### config.mk
export PLATFORM = sky130hd
export DESIGN_NAME = fixed_block_pool_allocator
export DESIGN_NICKNAME = d
export VERILOG_FILES = /design/src/design/fbpa_pkg.sv /design/src/design/fixed_block_pool_allocator.sv
export SDC_FILE = /design/constraint.sdc
export NUM_CORES = 2
export LEC_CHECK = 0
export BUFFER_PORTS_ARGS = -buffer_cell sky130_fd_sc_hd__buf_2
export CAP_MARGIN = 20
export CORE_AREA = 5 5 471 380
export CTS_CLUSTER_SIZE = 16
export DETAILED_ROUTE_END_ITERATION = 10
export DIE_AREA = 0 0 476 385
export PLACE_DENSITY_LB_ADDON = 0.15
export SLEW_MARGIN = 20
export SYNTH_ARGS = -nofsm -noshare
export SYNTH_HDL_FRONTEND = slang
export SYNTH_SLANG_ARGS = --single-unit
export TNS_END_PERCENT = 50
### constraint.sdc
create_clock -name clock -period 35.7 [get_ports clock]
set_clock_uncertainty 0.05 [all_clocks]
set_input_delay 5.355 -clock clock [delete_from_list [all_inputs] [get_ports clock]]
set_output_delay 5.355 -clock clock [all_outputs]
set_load 0.02 [all_outputs]
### src/design/fbpa_pkg.sv
// package: payload structs, status and command codes, register indexes, controller states
`default_nettype none

package fbpa_pkg;

   localparam int unsigned FREE_W  = 9;
   localparam int unsigned GIDX_W  = 8;
   localparam int unsigned ADDR_W  = 32;
   localparam int unsigned SIZE_W  = 16;
   localparam int unsigned CSR_AW  = 4;

   localparam logic CMD_ALLOC   = 1'b0;
   localparam logic CMD_RELEASE = 1'b1;

   localparam logic [1:0] ST_OK       = 2'd0;
   localparam logic [1:0] ST_EMPTY    = 2'd1;
   localparam logic [1:0] ST_ALL_FREE = 2'd2;
   localparam logic [1:0] ST_BAD_IDX  = 2'd3;

   localparam logic [1:0] REG_BASE  = 2'd0;
   localparam logic [1:0] REG_SIZE  = 2'd1;
   localparam logic [1:0] REG_COUNT = 2'd2;

   localparam logic [ADDR_W-1:0] BASE_RESET  = 32'd0;
   localparam logic [SIZE_W-1:0] SIZE_RESET  = 16'd64;
   localparam logic [FREE_W-1:0] COUNT_RESET = 9'd256;

   typedef struct packed {
      logic       command;
      logic [7:0] block_index;
   } req_type;

   typedef struct packed {
      logic [1:0]        status;
      logic [GIDX_W-1:0] granted_index;
      logic [ADDR_W-1:0] granted_address;
      logic [FREE_W-1:0] free_blocks;
   } rsp_type;

   typedef enum logic [1:0] {
      S_CLEAR,
      S_IDLE,
      S_POP,
      S_HOLD
   } state_type;

endpackage

`default_nettype wire

### src/design/fixed_block_pool_allocator.sv
// top level: free-list block pool with link memory, clearing pass and csr port
// results: a release or an empty allocate is registered at the accept edge, or kept in
// S_HOLD while the result slot is full; a granting allocate is registered from S_POP.
// throughput: one release per cycle while the result slot is free; no request is taken in
// S_POP, where the head's link is read. Reset and every pool register write start a clearing
// pass over all link entries that rebuilds the link memory; req_ready stays low during it.
`default_nettype none

module fixed_block_pool_allocator
   import fbpa_pkg::*;
#(
   parameter int unsigned MAX_BLOCKS = 256
) (
   input  wire logic                clock,
   input  wire logic                reset,
   input  wire logic                req_valid,
   output logic                     req_ready,
   input  wire req_type             req_item,
   output logic                     rsp_valid,
   input  wire logic                rsp_ready,
   output rsp_type                  rsp_item,
   input  wire logic                psel,
   input  wire logic                penable,
   input  wire logic                pwrite,
   input  wire logic [CSR_AW-1:0]   paddr,
   input  wire logic [31:0]         pwdata,
   output logic [31:0]              prdata,
   output logic                     pready
);

   localparam int unsigned IDX_W  = $clog2(MAX_BLOCKS);
   localparam int unsigned LINK_W = $clog2(MAX_BLOCKS + 1);
   localparam int unsigned CMP_W  = (LINK_W > FREE_W) ? LINK_W : FREE_W;
   localparam int unsigned PROD_W = IDX_W + SIZE_W;
   localparam logic [LINK_W-1:0] NULL_LINK = LINK_W'(MAX_BLOCKS);
   localparam logic [IDX_W-1:0]  LAST_IDX  = IDX_W'(MAX_BLOCKS - 1);

   // configuration registers
   logic [ADDR_W-1:0] base_ff;
   logic [SIZE_W-1:0] size_ff;
   logic [FREE_W-1:0] count_cfg_ff;

   // control and pool state
   state_type         state_ff, state_in;
   logic [LINK_W-1:0] head_ff;
   logic [LINK_W-1:0] free_ff;
   logic [IDX_W-1:0]  clr_ff;
   logic [IDX_W-1:0]  gidx_ff;
   logic [PROD_W-1:0] prod_ff;
   logic              rsp_valid_ff;
   rsp_type           rsp_item_ff;
   rsp_type           hold_ff;

   // link memory
   logic [LINK_W-1:0] link_mem [MAX_BLOCKS];
   logic [LINK_W-1:0] rd_ff;

   logic              mem_we;
   logic [IDX_W-1:0]  mem_wa;
   logic [LINK_W-1:0] mem_wd;
   logic              res_load;
   rsp_type           res_data;
   logic              pop_start;
   logic              pop_done;
   logic              push_ok;

   logic              cfg_we;
   logic              accept;
   logic              slot_free;
   logic [CMP_W-1:0]  eff_wide;
   logic [CMP_W-1:0]  bc_wide;
   logic [LINK_W-1:0] eff_count;
   logic              head_ok;
   logic [IDX_W-1:0]  head_idx;
   logic [CMP_W-1:0]  rel_idx_wide;
   logic [LINK_W-1:0] clr_next;
   logic              clr_last;

   assign cfg_we    = psel && penable && pwrite && pready;
   assign pready    = 1'b1;
   assign accept    = req_valid && req_ready;
   assign slot_free = !rsp_valid_ff || rsp_ready;

   assign bc_wide   = CMP_W'(count_cfg_ff);
   assign eff_wide  = (bc_wide > CMP_W'(MAX_BLOCKS)) ? CMP_W'(MAX_BLOCKS) : bc_wide;
   assign eff_count = LINK_W'(eff_wide);

   assign head_ok      = (free_ff != '0) && (head_ff < NULL_LINK);
   assign head_idx     = IDX_W'(head_ff);
   assign rel_idx_wide = CMP_W'(req_item.block_index);
   assign clr_next     = LINK_W'(clr_ff) + LINK_W'(1);
   assign clr_last     = (clr_ff == LAST_IDX);

   // next state
   always_comb begin
      state_in = state_ff;
      case (state_ff)
         S_CLEAR: begin
            if (clr_last) begin
               state_in = S_IDLE;
            end
         end
         S_IDLE: begin
            if (accept) begin
               if (req_item.command == CMD_ALLOC && head_ok) begin
                  state_in = S_POP;
               end else if (!slot_free) begin
                  state_in = S_HOLD;
               end
            end
         end
         S_POP: begin
            state_in = slot_free ? S_IDLE : S_HOLD;
         end
         S_HOLD: begin
            if (slot_free) begin
               state_in = S_IDLE;
            end
         end
         default: begin
            state_in = S_CLEAR;
         end
      endcase
      if (cfg_we && paddr[CSR_AW-1:2] <= REG_COUNT) begin
         state_in = S_CLEAR;
      end
   end

   // outputs of the controller
   always_comb begin
      req_ready = 1'b0;
      mem_we    = 1'b0;
      mem_wa    = clr_ff;
      mem_wd    = NULL_LINK;
      res_load  = 1'b0;
      res_data  = '0;
      pop_start = 1'b0;
      pop_done  = 1'b0;
      push_ok   = 1'b0;
      res_data.free_blocks = FREE_W'(CMP_W'(free_ff));
      case (state_ff)
         S_CLEAR: begin
            mem_we = 1'b1;
            mem_wa = clr_ff;
            mem_wd = (clr_next < eff_count) ? clr_next : NULL_LINK;
         end
         S_IDLE: begin
            req_ready = 1'b1;
            if (accept) begin
               if (req_item.command == CMD_ALLOC) begin
                  if (head_ok) begin
                     pop_start = 1'b1;
                  end else begin
                     res_load        = 1'b1;
                     res_data.status = ST_EMPTY;
                  end
               end else begin
                  res_load = 1'b1;
                  if (rel_idx_wide >= eff_wide) begin
                     res_data.status = ST_BAD_IDX;
                  end else if (free_ff >= eff_count) begin
                     res_data.status = ST_ALL_FREE;
                  end else begin
                     push_ok              = 1'b1;
                     mem_we               = 1'b1;
                     mem_wa               = IDX_W'(req_item.block_index);
                     mem_wd               = head_ff;
                     res_data.status      = ST_OK;
                     res_data.free_blocks = FREE_W'(CMP_W'(free_ff + LINK_W'(1)));
                  end
               end
            end
         end
         S_POP: begin
            pop_done                 = 1'b1;
            res_load                 = 1'b1;
            res_data.status          = ST_OK;
            res_data.granted_index   = GIDX_W'(gidx_ff);
            res_data.granted_address = base_ff + ADDR_W'(prod_ff);
            res_data.free_blocks     = FREE_W'(CMP_W'(free_ff - LINK_W'(1)));
         end
         default: begin
         end
      endcase
   end

   // link memory, read data registered
   always_ff @(posedge clock) begin
      if (mem_we) begin
         link_mem[mem_wa] <= mem_wd;
      end
      rd_ff <= link_mem[head_idx];
   end

   // payload registers
   always_ff @(posedge clock) begin
      if (pop_start) begin
         gidx_ff <= head_idx;
         prod_ff <= PROD_W'(head_idx) * PROD_W'(size_ff);
      end
      if (res_load && !slot_free) begin
         hold_ff <= res_data;
      end
      if (res_load && slot_free) begin
         rsp_item_ff <= res_data;
      end else if (state_ff == S_HOLD && slot_free) begin
         rsp_item_ff <= hold_ff;
      end
   end

   // control registers
   always_ff @(posedge clock) begin
      if (reset) begin
         state_ff     <= S_CLEAR;
         clr_ff       <= '0;
         head_ff      <= '0;
         free_ff      <= '0;
         rsp_valid_ff <= 1'b0;
         base_ff      <= BASE_RESET;
         size_ff      <= SIZE_RESET;
         count_cfg_ff <= COUNT_RESET;
      end else begin
         state_ff <= state_in;

         if (state_ff == S_CLEAR) begin
            clr_ff <= clr_ff + IDX_W'(1);
            if (clr_last) begin
               head_ff <= (eff_count != '0) ? '0 : NULL_LINK;
               free_ff <= eff_count;
            end
         end
         if (push_ok) begin
            head_ff <= LINK_W'(req_item.block_index);
            free_ff <= free_ff + LINK_W'(1);
         end
         if (pop_done) begin
            head_ff <= rd_ff;
            free_ff <= free_ff - LINK_W'(1);
         end

         if ((res_load || state_ff == S_HOLD) && slot_free) begin
            rsp_valid_ff <= 1'b1;
         end else if (rsp_ready) begin
            rsp_valid_ff <= 1'b0;
         end

         if (cfg_we) begin
            clr_ff <= '0;
            case (paddr[CSR_AW-1:2])
               REG_BASE:  base_ff      <= pwdata;
               REG_SIZE:  size_ff      <= pwdata[SIZE_W-1:0];
               REG_COUNT: count_cfg_ff <= pwdata[FREE_W-1:0];
               default: begin
               end
            endcase
         end
      end
   end

   // register read
   always_comb begin
      case (paddr[CSR_AW-1:2])
         REG_BASE:  prdata = base_ff;
         REG_SIZE:  prdata = 32'(size_ff);
         REG_COUNT: prdata = 32'(count_cfg_ff);
         default:   prdata = '0;
      endcase
   end

   assign rsp_valid = rsp_valid_ff;
   assign rsp_item  = rsp_item_ff;

`ifndef NO_ASSERTIONS
   a_free_le_count: assert property (@(posedge clock) disable iff (reset)
      (state_ff != S_CLEAR) |-> (free_ff <= eff_count))
      else $error("free count above pool size");

   a_clear_end: assert property (@(posedge clock) disable iff (reset)
      (state_ff == S_CLEAR && clr_last && !cfg_we) |=>
         (state_ff == S_IDLE && free_ff == eff_count))
      else $error("pool not rebuilt at end of clearing pass");

   a_pop_lands: assert property (@(posedge clock) disable iff (reset)
      (state_ff == S_POP && !cfg_we) |=> (rsp_valid_ff || state_ff == S_HOLD))
      else $error("allocate result lost");

   a_pop_nonempty: assert property (@(posedge clock) disable iff (reset)
      (state_ff == S_POP) |-> (free_ff != '0))
      else $error("pop from empty pool");

   a_grant_only_ok: assert property (@(posedge clock) disable iff (reset)
      rsp_valid_ff |-> (rsp_item_ff.status == ST_OK ||
         (rsp_item_ff.granted_index == '0 && rsp_item_ff.granted_address == '0)))
      else $error("grant fields set on failed item");
`endif

endmodule

`default_nettype wire

==> reports/metrics.yaml <==
synthesis.area_um2: 105400
avgSynthCellArea_um2: 19.47
min_period_over_period_pct: 35.27
first_pass_iters: 6
antenna_found_initial: 13
drive_gt1_share_pct: 27.52
ys_ff_latch: 2533
yosysWarningCount: 0
clk_latency_ns: 0.86
tightest_slew_ns: 1.152
pre_cts_ws_ns: 23.19
p_leak_uw: 0.03847
via_per_inst: 6.617
worstSetupPathType: "input pin to output port"
core_area_um2: 173500
syn-num-nets: 5651
area_growth_pct: 12.30
crit_arrival_ns: 7.19
clock_sinks: 2533
cp.required_ns: 30.30
dpl_cell_area_um2: 110500
slew_headroom_pct: 23.18
grt_first_pass_wirelength_mm: 360.7
hold_buffers: 0
nets: 5914
drt_iter0_markers: 6330
post_cts_buffers: 0
port_buffers: 134
fmax_ghz: 0.07942
cts-root-buf: "clkbuf_16"
finalHoldViolCount: 0
max-cap-violations: 0
yosys.area.top_type_share_pct: 69.45
holdWs_ns: 0.4301
ys_async_sr_fraction_pct: 0
cp-start-kind: "input pin"
slew_violations: 0
p_per_area_nw_per_um2: 48.68
setup_ws_ns: 23.11
worst_setup_path_end_kind: "output port"
post-route-min-period_ns: 12.59
stdcell_area_um2: 118400
crit_path_max_fanout: 23
cts_repair_resize_count: 0
grt.overflow.total: 0
die_x_um: 476
clk_path_buf_depth: 3
status: "finished, final reports clean"
cts_buffers: 231
yosys-top-cells-area: "edfxtp_1 69%, mux4_2 15%, dfxtp_1 1.8%"
final_cell_count_no_fill: 8171
netlist_instances: 5413
clkTransAtPathRegs_ns: 0.06
start_util_pct: 60.76
die_h_um: 385
drc: 0
synth_top_cell_by_area: "edfxtp_1"
via_count: 54070
fillers: 10870
ys_seq_area_share_pct: 71.26
setup_violations: 0
synth_ff_type: "edfxtp_1"
totalWireLength_mm: 241.5
hpwl_mm: 144.5
cts_tree: "yes"
grt_pass1_vias: 54310
synth_edf_count: 2438
rsz0062_at_grt: "false"
wire_per_inst_um: 29.55
dieArea_um2: 183300
num_rows: 137
ant_nets: 0
grt.total_usage_pct: 26.73
ys_types: 77
setup-tns-final_ns: 0
dp.cells: 7728
grt_max_degree: 221
h-tree-depth: 4
hold_path_class: "flop to flop"
irDropWorstVdd_uv: 54.00
ios: 138
place_congestion: 0.8421
## cells in the mapped netlist (all sizes together), types with 13 or more instances
cell type	number
edfxtp	2438
nand3	45
a221oi	22
o21ai	51
nor4	208
nor2	109
a22o	32
nand2	231
xnor2	35
ha	101
nor2b	26
o211ai	13
a21oi	100
nand2b	18
and3	13
mux4	720
buf	152
a21o	23
inv	125
mux2i	45
mux2	26
nor3	82
a31oi	26
a22oi	50
fa	85
xor2	28
and2	159
clkbuf	221
dfxtp	95
## per-stage QoR
step                      utilization, %  total power [µW]
after floorplan                        -              3399
after global placement             63.58              3449
after detailed placement           63.73              3455
after CTS                          67.86              5792
after global routing               68.23              5937
final                              68.24              5763
## flip-flops by register name, indices dropped and copies added, names as in the netlist
signal and count:
rsp_valid 1, state_ff 2, hold_ff 51, bc_wide 9, rd_ff 9, base_ff 32
size_ff 16, clr_ff 8, link_mem 2304, free_ff 9, gidx_ff 8, head_ff 9
rsp_item 51, prod_ff 24
## final cells by class
class / count / area (µm²) / area share (%)
sequential: 2533 / 75130 / 63.47
clock buffer: 287 / 6055 / 5.115
multi-input combinational: 2381 / 29820 / 25.19
tap: 2293 / 2869 / 2.424
antenna: 9 / 22.52 / 0.01903
inverter: 126 / 473.0 / 0.3995
clock inverter: 139 / 1122 / 0.9481
timing repair buffer: 403 / 2888 / 2.439
## metal layers
layer | GRT usage [%] | up-vias | part of all wire (%)
met5 | 0 | - | 0
met4 | 6.085 | 0 | 2.1
met3 | 5.595 | 327 | 9.9
met2 | 39.94 | 2608 | 46
met1 | 41.56 | 28340 | 42
li1 | - | 22790 | -
## cells in the final DEF, fill, tap and decap left out, drive strengths merged, types with 35 or more instances in the layout
cell type,n
edfxtp,2438
mux4,720
buf,401
clkbuf,289
nand2,231
nor4,208
and2,159
inv,130
clkinv,116
nor2,109
ha,101
a21oi,100
dfxtp,95
fa,85
nor3,82
o21ai,51
a22oi,50
nand3,45
mux2i,45
xnor2,35
## worst paths after layout
check | slack (ns) | start | depth (start not counted) | endpoint
max | 23.11 | paddr[2] | 5 | prdata[0]
min | 0.43 | base_ff[20] | 2 | base_ff[20]
max reg2reg | 29.20 | head_ff[1] | 9 | rd_ff[8]
min reg2reg | 0.43 | base_ff[20] | 2 | base_ff[20]
## worst max-delay path, cell delays in order
cell and delay [ns]:
buf_2 0.41, nor2b_1 0.77, nand2_1 0.11, o21ai_0 0.24, buf_2 0.27
## power by group
part / switching, µW / leakage (µW) / total (µW) / internal (µW)
sequential: 4.27 / 0.0239 / 3270 / 3260
combinational: 109 / 0.0111 / 132 / 22.4
clock: 1060 / 0.00351 / 2370 / 1300
total: 1180 / 0.0385 / 5760 / 4580
## logic make-up (layout without fill, tap and decap cells)
| family | Yosys count | in the layout | synth area share, % |
|---|---|---|---|
| AOI/OAI and AO/OA | 412 | 412 | 2.721 |
| xor gates and xnor gates | 63 | 63 | 0.5235 |
| adders and majority gates | 186 | 186 | 2.813 |
| buffers and inverters | 499 | 955 | 1.991 |
| DFF | 2533 | 2533 | 71.26 |
| muxes | 791 | 791 | 16.10 |
| other | 1 | 10 | 0.003558 |
| and+or+nand+nor | 928 | 928 | 4.595 |
Power figures use the tool's default switching activity.
